### src/sv/svab_pkg.sv
// ---------------------------------------------------------------------------
// svab_pkg: shared types and constants for the shifted voxel address block
// Field widths, register indexes and boundary mode codes.
// ---------------------------------------------------------------------------
`timescale 1ns / 1ps
`default_nettype none

package svab_pkg;

  // field widths
  localparam int IDX_W  = 24;
  localparam int CFG_W  = 9;
  localparam int MODE_W = 2;
  localparam int REG_W  = 3;

  // default largest axis length
  localparam int MAX_DIM_DEFAULT = 256;

  // boundary modes
  localparam logic [MODE_W-1:0] MODE_STOP = 2'd0;
  localparam logic [MODE_W-1:0] MODE_WRAP = 2'd1;
  localparam logic [MODE_W-1:0] MODE_ZERO = 2'd2;

  // register indexes
  localparam logic [REG_W-1:0] REG_SIZE_X   = 3'd0;
  localparam logic [REG_W-1:0] REG_SIZE_Y   = 3'd1;
  localparam logic [REG_W-1:0] REG_SIZE_Z   = 3'd2;
  localparam logic [REG_W-1:0] REG_OFFSET_X = 3'd3;
  localparam logic [REG_W-1:0] REG_OFFSET_Y = 3'd4;
  localparam logic [REG_W-1:0] REG_OFFSET_Z = 3'd5;
  localparam logic [REG_W-1:0] REG_EDGE     = 3'd6;

endpackage

`default_nettype wire

### src/sv/svab_axis_fix.sv
// ---------------------------------------------------------------------------
// svab_axis_fix: boundary rule for one axis
// Adds the offset and clamps, wraps or flags a coordinate outside the axis.
// ---------------------------------------------------------------------------
`timescale 1ns / 1ps
`default_nettype none

module svab_axis_fix #(
  parameter int DW = 9
) (
  input  wire logic [DW-1:0]               c,
  input  wire logic [svab_pkg::CFG_W-1:0]  off,
  input  wire logic [DW-1:0]               roff,
  input  wire logic [DW-1:0]               n,
  input  wire logic [svab_pkg::MODE_W-1:0] mode,
  output logic      [DW-1:0]               coord,
  output logic                             oob
);

  localparam int VW = ((DW > svab_pkg::CFG_W) ? DW : svab_pkg::CFG_W) + 2;

  logic signed [VW-1:0] v;
  logic        [DW:0]   w;
  logic        [DW:0]   wf;
  logic                 neg;

  always_comb begin
    // shifted coordinate
    v   = $signed(VW'(c)) + VW'($signed(off));
    neg = v[VW-1];
    oob = neg || (v >= $signed(VW'(n)));
    // wrap with the offset already reduced modulo n
    w  = (DW+1)'(c) + (DW+1)'(roff);
    wf = (w >= (DW+1)'(n)) ? w - (DW+1)'(n) : w;
    if (!oob) begin
      coord = v[DW-1:0];
    end else if (mode == svab_pkg::MODE_WRAP) begin
      coord = wf[DW-1:0];
    end else if (neg) begin
      coord = '0;
    end else begin
      coord = n - DW'(1);
    end
  end

endmodule

`default_nettype wire

### config.mk
export PLATFORM = sky130hd
export DESIGN_NAME = svab_axis_fix
export DESIGN_NICKNAME = d
export VERILOG_FILES = /design/src/sv/svab_pkg.sv /design/src/sv/svab_axis_fix.sv
export SDC_FILE = /design/constraint.sdc
export NUM_CORES = 1
export LEC_CHECK = 0
export BUFFER_PORTS_ARGS = -buffer_cell sky130_fd_sc_hd__clkbuf_2
export CAP_MARGIN = 20
export CORE_MARGIN = 8
export CORE_UTILIZATION = 51
export DETAILED_ROUTE_END_ITERATION = 12
export PLACE_DENSITY = 0.81
export REMOVE_ABC_BUFFERS = 1
export SLEW_MARGIN = 20
export SYNTH_ARGS = -nofsm -noshare
export SYNTH_HDL_FRONTEND = slang
export SYNTH_SLANG_ARGS = --single-unit
### constraint.sdc
create_clock -name vclk -period 8.58
set_input_delay 0.858 -clock vclk [all_inputs]
set_output_delay 0.858 -clock vclk [all_outputs]
set_load 0.05 [all_outputs]
Word level (Yosys, flattened, before mapping)
Cells that the tools add are included.
Widths: inputs -> output; s select.

storage, ports and cells
  register bits = 0
  input bits = 38
  output and inout bits = 10
  logic and storage cells = 12

cells by class
  $add $sub $neg = 4
  order comparisons = 2
  equal/unequal tests = 1
  mux-type cells = 4
  reduce and logical (&&, ||, !) cells = 1

operators with widths
  operator             count
  $mux 9               4
  $add 10x9->11        1
  $ge 11x10->1         1
  $add 9x9->10         1
  $ge 10x9->1          1
  $sub 9x1->9 const B  1
  $sub 9x9->9          1
  $eq 2x1->1 const B   1
  $logic_or 1x1->1     1

Logic depth before layout (Yosys ltp)
  depth after elaboration = 5
  depth in mapped cells = 15
  gate-level depth less buffers = 14

Worst setup path after synthesis
Ideal clock, no wire load.

  path type = input-to-output
  start point = input port c[0]
  end point = output port coord[7]
  arrival = 4.363 ns
  required time = 7.722 ns
  slack = 3.359 ns
  stages on the path = 13
  path buffers = 0
  cell sequence = ha_1 fa_1 a21o_1 a221oi_1 xnor2_1 ha_1 nand4_2 a21oi_1 o31ai_4 and2b_2 a211o_1 a21o_1 a31oi_1

between the ends
  longest elaborated chain between the ends = 5
  elaborated cells between the ends (all ways) = 10
  classes of those cells = 3 x add/sub; 2 x order compare; 4 x mux; 1 x reduce/logical

RTL lines
  element                                            line                 RTL
  start, declared                                    svab_axis_fix.sv:11  input wire logic [DW-1:0] c,
  $add 9x9->10                                       svab_axis_fix.sv:33  w = (DW+1)'(c) + (DW+1)'(roff);
  $sub 9x9->9 / $ge 10x9->1 (equally long branches)  svab_axis_fix.sv:34  wf = (w >= (DW+1)'(n)) ? w - (DW+1)'(n) : w;
  $mux 9                                             svab_axis_fix.sv:34
  $mux 9                                             svab_axis_fix.sv:37  end else if (mode == svab_pkg::MODE_WRAP) begin
  $mux 9 *                                           svab_axis_fix.sv:35  if (!oob) begin
  end, declared                                      svab_axis_fix.sv:16  output logic [DW-1:0] coord,

Every way passes the cells marked *; elsewhere a longest branch is shown, timed or not.

Worst setup path after layout
  start point = input port c[0]
  end point = output port coord[1]

Same word-level chain as after synthesis.

==> flow_summary.json <==
{
  "grt_pass1_wl_um": 8480,
  "worst_pin_slew_ns": 0.619,
  "postCtsSetupBuffers": 0,
  "clockBufferCount": 0,
  "synth-simple-area-share_pct": 15.0,
  "power_switching_uw": 168,
  "die_x_um": 76.1,
  "dieHeight_um": 76.1,
  "cap_violations": 0,
  "drive_above_1_share_pct": 24.5,
  "final_cell_mix": "48 x clkbuf_2, 38 x ha_1, 20 x a21oi_1",
  "netlist.area_leader.share_pct": 25.9,
  "initial_core_util_pct": 51.8,
  "hp-class": "in2out",
  "diodes": 0,
  "finalHoldViolCount": 0,
  "syn_area_per_cell_um2": 8.03,
  "synth_cells": 229,
  "ys_top_cells_by_area": "ha_1 26%, xnor2_1 8.1%, mux2_4 6.5%",
  "post_cts_resized": 0,
  "pwr-share-seq_pct": 0,
  "startpoint_type": "primary input",
  "max_freq_mhz": 189,
  "synthMuxAreaShare_pct": 8.78,
  "pwr-share-comb_pct": 100.0,
  "setup_ws_ns": 3.28,
  "fin_crit_sh_pct": 61.7,
  "final_common_cell": "clkbuf_2",
  "area_growth_pct": 14.7,
  "regArea_um2": 0,
  "p_int_uw": 114,
  "slew_headroom_pct": 58.8,
  "drtAntennaViolNets": 0,
  "synth_xor_area_share_pct": 11.0,
  "power_uw": 283,
  "vias_per_cell": 5.77,
  "flops_and_latches": 0,
  "grt_pass1_vias": 1952,
  "p_sw_share_pct": 59.5,
  "crit_fanout": 8,
  "synthAdderAreaFrac_pct": 29.1,
  "p_per_area_nw_per_um2": 134,
  "leakage_nw": 1.07,
  "core_um2": 3550,
  "drtIter0Drc": 96,
  "worstPathArrival_ns": 4.44,
  "num_vias": 1859,
  "rsz0062_at_grt": "no",
  "grt_max_degree": 11,
  "drtPass1Iterations": 4,
  "ys_warn_count": 0,
  "ir_worst_vdd_uv": 79.9,
  "port_buffers": 48,
  "synth-seq-area-share_pct": 0,
  "dp.cells": 322,
  "grt_usage_pct": 16.3,
  "synth_area_um2": 1840,
  "path_class": "in2out",
  "slew_viol_final": 0,
  "setup_tns_ns": 0,
  "grt_antenna_before_repair": 0,
  "synth_top_family_by_area": "compound AO/OA/AOI/OAI gates",
  "gp_congestion": 0.917,
  "yosysTopAreaCell": "ha_1",
  "layout_min_cycle_time_ns": 5.30,
  "overflow": 0,
  "fin_util_pct": 59.4,
  "drc_errors": 0,
  "cp.required_ns": 7.72,
  "synth_compound_area_share_pct": 31.5,
  "dieArea_um2": 5780,
  "ys_types": 50,
  "clock_power_share_pct": 0,
  "setup_viol": 0,
  "io_pins": 48,
  "wirelength_um": 4830,
  "pre_cts_ws_ns": 3.32,
  "wl_per_cell_um": 15.0,
  "final_nets": 355,
  "hpwl_um": 4340,
  "status": "completed",
  "final_cells": 322,
  "worst_setup_path_end_kind": "primary output",
  "rows": 22,
  "holdBufCountCts": 0
}
[final cells by class]
cell class	count	area, um2
repair buffers	48	240
multi-input cells	211	1750
fillers	346	1440
inverters	15	56.3
well taps	48	60.1
[critical path, cell delays in order]
cell and delay, ns:
clkbuf_2 0.10, ha_1 0.24, fa_1 0.41, a21o_1 0.20, a221oi_1 0.34, xnor2_1 0.20, ha_1 0.33, o21ai_0 0.18
nor2_1 0.10, o31ai_4 0.32, and2_1 0.31, mux2i_1 0.23, o22ai_1 0.12, mux2_4 0.27, clkbuf_2 0.23
[cells in the mapped netlist (8+ instances only)]
cell type / number
o21a_1: 8
ha_1: 38
xnor2_1: 17
a21oi_1: 20
mux2_4: 8
nor2_1: 10
nor3_1: 8
a21o_1: 11
nand2_1: 10
inv_1: 15
[per-layer routing]
metal / GRT usage (%) / vias up / share of wire (%)
met5: 0 / - / 0
met1: 21.0 / 828 / 48
li1: - / 963 / -
met3: 2.59 / 2 / 6.5
met2: 28.5 / 66 / 45
met4: 0.962 / 0 / 0.48
[power by group through the flow]
| stage | Sequential, mW | Clock (mW) | Combinational, mW |
|---|---|---|---|
| 6_report | 0 | 0 | 0.283 |
| 5_1_grt | 0 | 0 | 0.309 |
| 4_1_cts | 0 | 0 | 0.282 |
| 3_5_place_dp | 0 | 0 | 0.281 |
| 3_3_place_gp | 0 | 0 | 0.277 |
| 2_1_floorplan | 0 | 0 | 0.221 |
[through the flow]
| stage | cell area, um2 | hold slack [ns] |
|---|---|---|
| global route | 2110 | 2.31 |
| floorplan | 1810 | 2.07 |
| global placement | 2110 | 2.25 |
| detailed placement | 2110 | 2.28 |
| finish | 2110 | 2.27 |
| CTS | 2110 | 2.28 |
[worst paths after layout]
path / startpoint / endpoint / slack, ns / cells after the start
min: n[7] / coord[7] / 2.27 / 5
max: c[0] / coord[1] / 3.28 / 15
[cell families after synthesis]
group,Yosys count
and+or+nand+nor,52
buffers and inverters,18
AOI/OAI and AO/OA,83
adders and majority gates,41
muxes,12
xor gates and xnor gates,23
Note: power is estimated with default switching activity, not from simulation.
